--- config.mk ---
export PLATFORM = sky130hd
export DESIGN_NAME = unsorted_list_table
export DESIGN_NICKNAME = d
export VERILOG_FILES = /design/src/rtl/ult_pkg.sv /design/src/rtl/unsorted_list_table.sv /design/src/rtl/ult_ram.sv
export SDC_FILE = /design/constraint.sdc
export NUM_CORES = 2
export LEC_CHECK = 0
export BUFFER_PORTS_ARGS = -buffer_cell sky130_fd_sc_hd__buf_2
export CORE_MARGIN = 5
export CORE_UTILIZATION = 45
export DETAILED_ROUTE_END_ITERATION = 8
export PLACE_DENSITY_LB_ADDON = 0.3
export SLEW_MARGIN = 20
export SYNTH_ARGS = -nofsm -noshare
export SYNTH_HDL_FRONTEND = slang
export SYNTH_SLANG_ARGS = --single-unit
--- constraint.sdc ---
create_clock -name clock -period 5.9 [get_ports clock]
set_clock_uncertainty 0.1 [all_clocks]
set_input_delay 0.59 -clock clock [delete_from_list [all_inputs] [get_ports clock]]
set_output_delay 0.59 -clock clock [all_outputs]
set_load 0.01 [all_outputs]
--- src/rtl/ult_pkg.sv ---
// shared types and constants for the unsorted list table
package ult_pkg;

   localparam int DEPTH_DEF = 64;
   localparam int DATA_W    = 32;
   localparam int FUNC_W    = 2;
   localparam int STAT_W    = 2;
   localparam int POS_W     = 6;
   localparam int CNT_W     = 7;

   typedef enum logic [FUNC_W-1:0] {
      FUNC_INSERT   = 2'd0,
      FUNC_DELETE   = 2'd1,
      FUNC_RETRIEVE = 2'd2,
      FUNC_CLEAR    = 2'd3
   } func_type;

   typedef enum logic [STAT_W-1:0] {
      STAT_OK        = 2'd0,
      STAT_FULL      = 2'd1,
      STAT_EMPTY     = 2'd2,
      STAT_NOT_FOUND = 2'd3
   } status_type;

   typedef enum logic [1:0] {
      ST_IDLE,
      ST_SCAN,
      ST_RESULT
   } state_type;

endpackage

--- src/rtl/unsorted_list_table.sv ---
// unsorted list table: insertion-ordered list of signed 32-bit entries in one ram
// one request at a time; insert, clear and delete or retrieve on an empty list go straight
//   to the result state, load the result once the output register is free, then take the next request in idle
// delete and retrieve scan one entry per cycle unless a rsp stall holds back a retrieve hit;
//   the final result is loaded from the result state after every entry is read and checked
// synchronous reset clears count and control state; the ram is not swept, only read below count

module unsorted_list_table import ult_pkg::*; #(
   parameter int DEPTH = DEPTH_DEF
) (
   input  logic                     clock,
   input  logic                     reset,
   input  logic                     req_valid,
   output logic                     req_ready,
   input  logic [FUNC_W-1:0]        req_func,
   input  logic signed [DATA_W-1:0] req_value,
   output logic                     rsp_valid,
   input  logic                     rsp_ready,
   output logic [STAT_W-1:0]        rsp_status,
   output logic                     rsp_found,
   output logic [POS_W-1:0]         rsp_position,
   output logic [CNT_W-1:0]         rsp_count,
   output logic                     rsp_is_empty,
   output logic                     rsp_is_full,
   output logic                     rsp_last
);

   localparam int AW = (DEPTH > 1) ? $clog2(DEPTH) : 1;
   localparam int CW = $clog2(DEPTH + 1);
   localparam logic [CW-1:0] FULL_COUNT = CW'(DEPTH);

   // control state
   state_type   state_ff, state_in;
   logic [CW-1:0] count_ff, count_in;
   logic        dv_ff, dv_in;          // read data from the ram is valid this cycle
   logic        hit_ff, hit_in;        // delete has found its entry, now shifting down
   logic        pend_ff, pend_in;      // a retrieve hit is held until the next one shows up or the scan ends
   logic        rsp_valid_ff, rsp_valid_in;

   // working payload
   func_type             func_ff, func_in;
   logic [DATA_W-1:0]    value_ff, value_in;
   logic [CW-1:0]        rd_addr_ff, rd_addr_in;
   logic [AW-1:0]        da_ff, da_in;             // address of the data now on rd_data
   logic [AW-1:0]        pend_pos_ff, pend_pos_in;
   status_type           res_status_ff, res_status_in;
   logic                 res_found_ff, res_found_in;
   logic [AW-1:0]        res_pos_ff, res_pos_in;

   // output register payload
   logic [STAT_W-1:0]    rsp_status_ff, rsp_status_in;
   logic                 rsp_found_ff, rsp_found_in;
   logic [POS_W-1:0]     rsp_position_ff, rsp_position_in;
   logic [CNT_W-1:0]     rsp_count_ff, rsp_count_in;
   logic                 rsp_is_empty_ff, rsp_is_empty_in;
   logic                 rsp_is_full_ff, rsp_is_full_in;
   logic                 rsp_last_ff, rsp_last_in;

   // ram port
   logic              wr_en;
   logic [AW-1:0]     wr_addr;
   logic [DATA_W-1:0] wr_data;
   logic              rd_en;
   logic [AW-1:0]     rd_addr;
   logic [DATA_W-1:0] rd_data;

   // result push into the output register
   logic       push;
   status_type push_status;
   logic       push_found;
   logic [AW-1:0] push_pos;
   logic       push_last;

   logic out_free;
   logic eq;
   logic stall;

   // the delete shift writes one place below an address already read, and insert writes
   // only while no read is in flight, so a read and a write never meet on one entry
   ult_ram #(
      .DEPTH (DEPTH),
      .AW    (AW)
   ) u_ram (
      .clock   (clock),
      .wr_en   (wr_en),
      .wr_addr (wr_addr),
      .wr_data (wr_data),
      .rd_en   (rd_en),
      .rd_addr (rd_addr),
      .rd_data (rd_data)
   );

   assign out_free = !rsp_valid_ff || rsp_ready;
   assign eq       = (rd_data == value_ff);
   assign rd_addr  = rd_addr_ff[AW-1:0];

   always_comb begin
      state_in      = state_ff;
      count_in      = count_ff;
      dv_in         = dv_ff;
      hit_in        = hit_ff;
      pend_in       = pend_ff;
      func_in       = func_ff;
      value_in      = value_ff;
      rd_addr_in    = rd_addr_ff;
      da_in         = da_ff;
      pend_pos_in   = pend_pos_ff;
      res_status_in = res_status_ff;
      res_found_in  = res_found_ff;
      res_pos_in    = res_pos_ff;

      req_ready   = 1'b0;
      wr_en       = 1'b0;
      wr_addr     = '0;
      wr_data     = '0;
      rd_en       = 1'b0;
      stall       = 1'b0;
      push        = 1'b0;
      push_status = STAT_OK;
      push_found  = 1'b0;
      push_pos    = '0;
      push_last   = 1'b1;

      case (state_ff)
         ST_IDLE: begin
            req_ready = 1'b1;
            if (req_valid) begin
               func_in       = func_type'(req_func);
               value_in      = req_value;
               hit_in        = 1'b0;
               pend_in       = 1'b0;
               dv_in         = 1'b0;
               rd_addr_in    = '0;
               res_status_in = STAT_OK;
               res_found_in  = 1'b0;
               res_pos_in    = '0;
               state_in      = ST_RESULT;
               case (func_type'(req_func))
                  FUNC_INSERT: begin
                     if (count_ff == FULL_COUNT) begin
                        res_status_in = STAT_FULL;
                     end else begin
                        // append at the tail
                        wr_en    = 1'b1;
                        wr_addr  = count_ff[AW-1:0];
                        wr_data  = req_value;
                        count_in = count_ff + CW'(1);
                     end
                  end
                  FUNC_DELETE: begin
                     if (count_ff == '0) begin
                        res_status_in = STAT_EMPTY;
                     end else begin
                        state_in = ST_SCAN;
                     end
                  end
                  FUNC_RETRIEVE: begin
                     if (count_ff == '0) begin
                        res_status_in = STAT_NOT_FOUND;
                     end else begin
                        state_in = ST_SCAN;
                     end
                  end
                  FUNC_CLEAR: begin
                     count_in = '0;
                  end
                  default: begin
                     state_in = ST_IDLE;
                  end
               endcase
            end
         end

         ST_SCAN: begin
            // compare stage: look at the entry now on rd_data
            if (dv_ff) begin
               if (func_ff == FUNC_DELETE) begin
                  if (hit_ff) begin
                     // move this entry down one place over the removed one
                     wr_en   = 1'b1;
                     wr_addr = da_ff - AW'(1);
                     wr_data = rd_data;
                  end else if (eq) begin
                     hit_in = 1'b1;
                  end
               end else if (eq) begin
                  // retrieve: a new hit means the held one is not the final result
                  if (pend_ff) begin
                     if (out_free) begin
                        push        = 1'b1;
                        push_status = STAT_OK;
                        push_found  = 1'b1;
                        push_pos    = pend_pos_ff;
                        push_last   = 1'b0;
                        pend_pos_in = da_ff;
                     end else begin
                        stall = 1'b1;
                     end
                  end else begin
                     pend_in     = 1'b1;
                     pend_pos_in = da_ff;
                  end
               end
            end

            // read stage: issue the next address unless the compare stage holds
            if (!stall) begin
               if (rd_addr_ff != count_ff) begin
                  rd_en      = 1'b1;
                  rd_addr_in = rd_addr_ff + CW'(1);
                  da_in      = rd_addr_ff[AW-1:0];
                  dv_in      = 1'b1;
               end else begin
                  dv_in = 1'b0;
                  if (!dv_ff) begin
                     // every entry read and checked
                     state_in = ST_RESULT;
                     if (func_ff == FUNC_DELETE) begin
                        if (hit_ff) begin
                           count_in      = count_ff - CW'(1);
                           res_status_in = STAT_OK;
                        end else begin
                           res_status_in = STAT_NOT_FOUND;
                        end
                     end else if (pend_ff) begin
                        res_status_in = STAT_OK;
                        res_found_in  = 1'b1;
                        res_pos_in    = pend_pos_ff;
                     end else begin
                        res_status_in = STAT_NOT_FOUND;
                     end
                  end
               end
            end
         end

         ST_RESULT: begin
            if (out_free) begin
               push        = 1'b1;
               push_status = res_status_ff;
               push_found  = res_found_ff;
               push_pos    = res_pos_ff;
               push_last   = 1'b1;
               state_in    = ST_IDLE;
            end
         end

         default: begin
            state_in = ST_IDLE;
         end
      endcase
   end

   // output register: loaded on push, emptied on a rsp transfer
   always_comb begin
      rsp_valid_in    = rsp_valid_ff;
      rsp_status_in   = rsp_status_ff;
      rsp_found_in    = rsp_found_ff;
      rsp_position_in = rsp_position_ff;
      rsp_count_in    = rsp_count_ff;
      rsp_is_empty_in = rsp_is_empty_ff;
      rsp_is_full_in  = rsp_is_full_ff;
      rsp_last_in     = rsp_last_ff;
      if (push) begin
         rsp_valid_in    = 1'b1;
         rsp_status_in   = push_status;
         rsp_found_in    = push_found;
         rsp_position_in = POS_W'(push_pos);
         rsp_count_in    = CNT_W'(count_ff);
         rsp_is_empty_in = (count_ff == '0);
         rsp_is_full_in  = (count_ff == FULL_COUNT);
         rsp_last_in     = push_last;
      end else if (rsp_ready) begin
         rsp_valid_in = 1'b0;
      end
   end

   always_ff @(posedge clock) begin
      if (reset) begin
         state_ff     <= ST_IDLE;
         count_ff     <= '0;
         dv_ff        <= 1'b0;
         hit_ff       <= 1'b0;
         pend_ff      <= 1'b0;
         rsp_valid_ff <= 1'b0;
      end else begin
         state_ff     <= state_in;
         count_ff     <= count_in;
         dv_ff        <= dv_in;
         hit_ff       <= hit_in;
         pend_ff      <= pend_in;
         rsp_valid_ff <= rsp_valid_in;
      end
   end

   always_ff @(posedge clock) begin
      func_ff         <= func_in;
      value_ff        <= value_in;
      rd_addr_ff      <= rd_addr_in;
      da_ff           <= da_in;
      pend_pos_ff     <= pend_pos_in;
      res_status_ff   <= res_status_in;
      res_found_ff    <= res_found_in;
      res_pos_ff      <= res_pos_in;
      rsp_status_ff   <= rsp_status_in;
      rsp_found_ff    <= rsp_found_in;
      rsp_position_ff <= rsp_position_in;
      rsp_count_ff    <= rsp_count_in;
      rsp_is_empty_ff <= rsp_is_empty_in;
      rsp_is_full_ff  <= rsp_is_full_in;
      rsp_last_ff     <= rsp_last_in;
   end

   assign rsp_valid    = rsp_valid_ff;
   assign rsp_status   = rsp_status_ff;
   assign rsp_found    = rsp_found_ff;
   assign rsp_position = rsp_position_ff;
   assign rsp_count    = rsp_count_ff;
   assign rsp_is_empty = rsp_is_empty_ff;
   assign rsp_is_full  = rsp_is_full_ff;
   assign rsp_last     = rsp_last_ff;

endmodule

--- src/rtl/ult_ram.sv ---
// entry store: one write port, one read port with registered read data
module ult_ram import ult_pkg::*; #(
   parameter int DEPTH = DEPTH_DEF,
   parameter int AW    = POS_W
) (
   input  logic              clock,
   input  logic              wr_en,
   input  logic [AW-1:0]     wr_addr,
   input  logic [DATA_W-1:0] wr_data,
   input  logic              rd_en,
   input  logic [AW-1:0]     rd_addr,
   output logic [DATA_W-1:0] rd_data
);

   logic [DATA_W-1:0] mem [DEPTH];
   logic [DATA_W-1:0] rd_data_ff;

   always_ff @(posedge clock) begin
      if (wr_en) begin
         mem[wr_addr] <= wr_data;
      end
      if (rd_en) begin
         rd_data_ff <= mem[rd_addr];
      end
   end

   assign rd_data = rd_data_ff;

endmodule

==> reports/results.ini <==
[logic_synthesis]
ys_types = 68
seq_area_frac_synth = 0.777
async_flop_share = 0
synth_edf_count = 2161
syn_nets = 3848
synth-main-ff-cell = edfxtp_1
syn_area_um2 = 83800
yosys_warnings = 0
syn_avg_cell_area_um2 = 22.1
synth-seq-cells = 2174
synthCells = 3799

[cts]
cts_inserted_buffers = 211
htree_levels = 4
worstSkewPairLatency_ns = 0.83
cts.sinks = 2174
cts_tree = done
cts_resized = 0
clk_pin_slew_ns = 0.06
cts_buffer_depth = 3
clockRootBuffer = clkbuf_16

[route]
first_pass_iters = 6
vias = 41700
wl_um = 223000
drt_iter0_markers = 6104
ant_nets = 0
vias_per_cell = 6.22
wl_per_cell_um = 33.2
drc = 0

[setup_path]
worst-path-buf-inv = 2
crit_path_end_kind = flip-flop
rr_worst_depth = 8
cp.required_ns = 6.33
critical_path_depth = 8
critPathLaunchType = flip-flop
timing.critical_path.cells = inv_1 -> ha_1 -> nor3b_1 -> a31oi_4 -> a22oi_1 -> o2111ai_4 -> nor2_4 -> buf_4
cp_slowest_stage_delay_ns = 0.89
path_delay_family = compound AO/OA/AOI/OAI gates
arrival_ns = 5.22
crit_slowest_cell = nor2_4
critPathKind = flip-flop to flip-flop
crit_fanout = 20

[place]
post-place-ws_ns = 1.13
place_congestion = 0.941
dpl_cell_area_um2 = 88400
place_inst = 6267
portBuffers = 58
post-dp-hpwl_um = 137000

[power_and_ir_drop]
powerDensity_nw_per_um2 = 439
p_total_mw = 42.0
power_leakage_nw = 29.7
vdd_drop_max_v = 0.000377

[final_layout]
final_cell_mix = edfxtp_1 (2161), mux4_2 (509), clkbuf_16 (212)
fin_cells = 6699
nNetsFinal = 4095
final_cell_area_um2 = 95500
final_common_cell = edfxtp_1
drive_above_1_share = 0.267
fill_cells = 14400
area_growth_syn_to_layout_pct = 13.9

[die]
rows = 158
die_area_um2 = 195000
die-width_um = 442
start_util = 0.452
die_h_um = 442
core_um2 = 185000
top_level_ports = 59

[timing]
clock.fmax_mhz = 209
rsz0062_at_grt = false
tightest_slew_ns = 1.13
setup_ws_ns = 1.11
setup_viol = 0
max_slew_margin = 0.248
hold_viol_final = 0
period_minus_slack_ns = 4.79
fin_setup_tns_ns = 0
slew_viol_final = 0
fin_crit_sh = 0.812

[global_routing]
overflow = 0
grt_pass1_wl_um = 315000
globalRouteTotalUtil = 0.226
grt_pass1_vias = 41000
grt_start_max_net_pins = 75
antenna_found_initial = 16

[job]
drv_cap = 0

[worst_hold_path]
hold_path.class = primary input to flip-flop
hold_depth = 4

[run_status]
status = finished clean

-- path summary, 6_finish.rpt --
check	start	endpoint	slack, ns
max	count_ff[0]$_SDFFE_PP0P_	u_ram.mem[52][10]$_DFFE_PP_	1.11
min	rsp_ready	rsp_valid$_SDFFE_PP0P_	0.11
max reg2reg	count_ff[0]$_SDFFE_PP0P_	u_ram.mem[52][10]$_DFFE_PP_	1.11
min reg2reg	hit_ff$_SDFFE_PP0P_	hit_ff$_SDFFE_PP0P_	0.38
-- Yosys cell counts, types with 5 or more instances --
| library cell | n | share of area |
|---|---|---|
| a22oi_1 | 59 | 0.0053 |
| nor2b_1 | 24 | 0.0018 |
| or3_1 | 10 | 0.00075 |
| clkbuf_1 | 65 | 0.0029 |
| and2_1 | 13 | 0.00097 |
| buf_2 | 67 | 0.0040 |
| buf_4 | 41 | 0.0037 |
| a21oi_1 | 49 | 0.0029 |
| ha_1 | 11 | 0.0016 |
| buf_6 | 13 | 0.0017 |
| a22o_1 | 50 | 0.0052 |
| o22ai_1 | 89 | 0.0066 |
| o2111ai_1 | 9 | 0.00094 |
| a221oi_1 | 8 | 0.00084 |
| nor3_1 | 12 | 0.00072 |
| mux4_2 | 509 | 0.14 |
| edfxtp_1 | 2161 | 0.77 |
| buf_1 | 16 | 0.00072 |
| a211oi_1 | 16 | 0.0014 |
| o211ai_1 | 10 | 0.00090 |
| o31ai_1 | 6 | 0.00054 |
| nor2_1 | 104 | 0.0047 |
| nand2b_1 | 20 | 0.0015 |
| or2_2 | 5 | 0.00037 |
| inv_1 | 13 | 0.00058 |
| and3_1 | 15 | 0.0011 |
| mux2i_1 | 75 | 0.0090 |
| dfxtp_1 | 13 | 0.0031 |
| or4_1 | 13 | 0.0012 |
| nand4_1 | 21 | 0.0016 |
| xnor2_1 | 44 | 0.0046 |
| nand2_1 | 68 | 0.0030 |
| o21a_1 | 5 | 0.00045 |
| nand3b_1 | 5 | 0.00045 |
| nand3_1 | 23 | 0.0014 |
| o21ai_0 | 36 | 0.0021 |
| o221ai_1 | 11 | 0.0011 |
| nor4_1 | 6 | 0.00045 |
| a31oi_1 | 9 | 0.00067 |
| mux2_2 | 22 | 0.0030 |
-- state kept, by name (all words and copies together), names as in the netlist, 2 cells and up --
register,cells
count_ff,7
da_ff,6
func_ff,2
pend_pos_ff,6
rd_addr_ff,7
res_pos_ff,6
res_status_ff,2
rsp_count,7
rsp_position,6
rsp_status,2
state_ff,2
u_ram.mem,2048
u_ram.rd_data,32
value_ff,32
-- area by class of cell --
type                    instances  area [µm²]  area share
repair buffers                236        2260      0.0237
well taps                    2480        3100      0.0325
flip-flops and latches       2174       65200       0.682
clock inverters               113         976      0.0102
inverters                      13        48.8    0.000511
clock buffers                 270        5520      0.0579
diodes                          3        7.51   0.0000786
multi-input cells            1410       18400       0.193
-- metrics by stage --
stage | hold WS [ns] | util
2_1_floorplan | 0.306 | -
6_report | 0.114 | 0.515
5_1_grt | 0.0876 | 0.515
4_1_cts | 0.0271 | 0.514
3_3_place_gp | 0.364 | 0.475
3_5_place_dp | 0.376 | 0.477
-- tightest hold or removal path: cells and delay by family --
kind / cells / cell delay (ns)
buf+inv: 1 / 0.08
simple gates: 2 / 0.24
compound gates: 1 / 0.07
-- metal layers --
metal | routed length, µm | track usage
met1 | 88000 | 0.326
met2 | 100000 | 0.332
met3 | 21600 | 0.0461
met4 | 12600 | 0.109
met5 | 46 | 0
-- report_power, final --
part | total (mW) | internal, mW | switching [mW]
sequential | 17.6 | 17.4 | 0.201
combinational | 11.6 | 4.56 | 7.06
clock | 12.8 | 7.20 | 5.58
total | 42.0 | 29.1 | 12.8
-- cells by family after synthesis --
kind of cell / Yosys count / share of synthesized area
flip-flops: 2174 / 0.777
multiplexers: 606 / 0.149
AO/OA/AOI/OAI: 387 / 0.0322
AND/OR/NAND/NOR: 358 / 0.0218
buffers and inverters: 215 / 0.0136
XOR/XNOR: 48 / 0.00501
adder cells (fa/ha/maj): 11 / 0.00164
-- what timing repair did --
item	in CTS	in global routing
endpoints found under the hold margin	38	0
setup buffers	0	0
hold buffers	37	0
No activity file was read; power rests on OpenSTA's default activity.
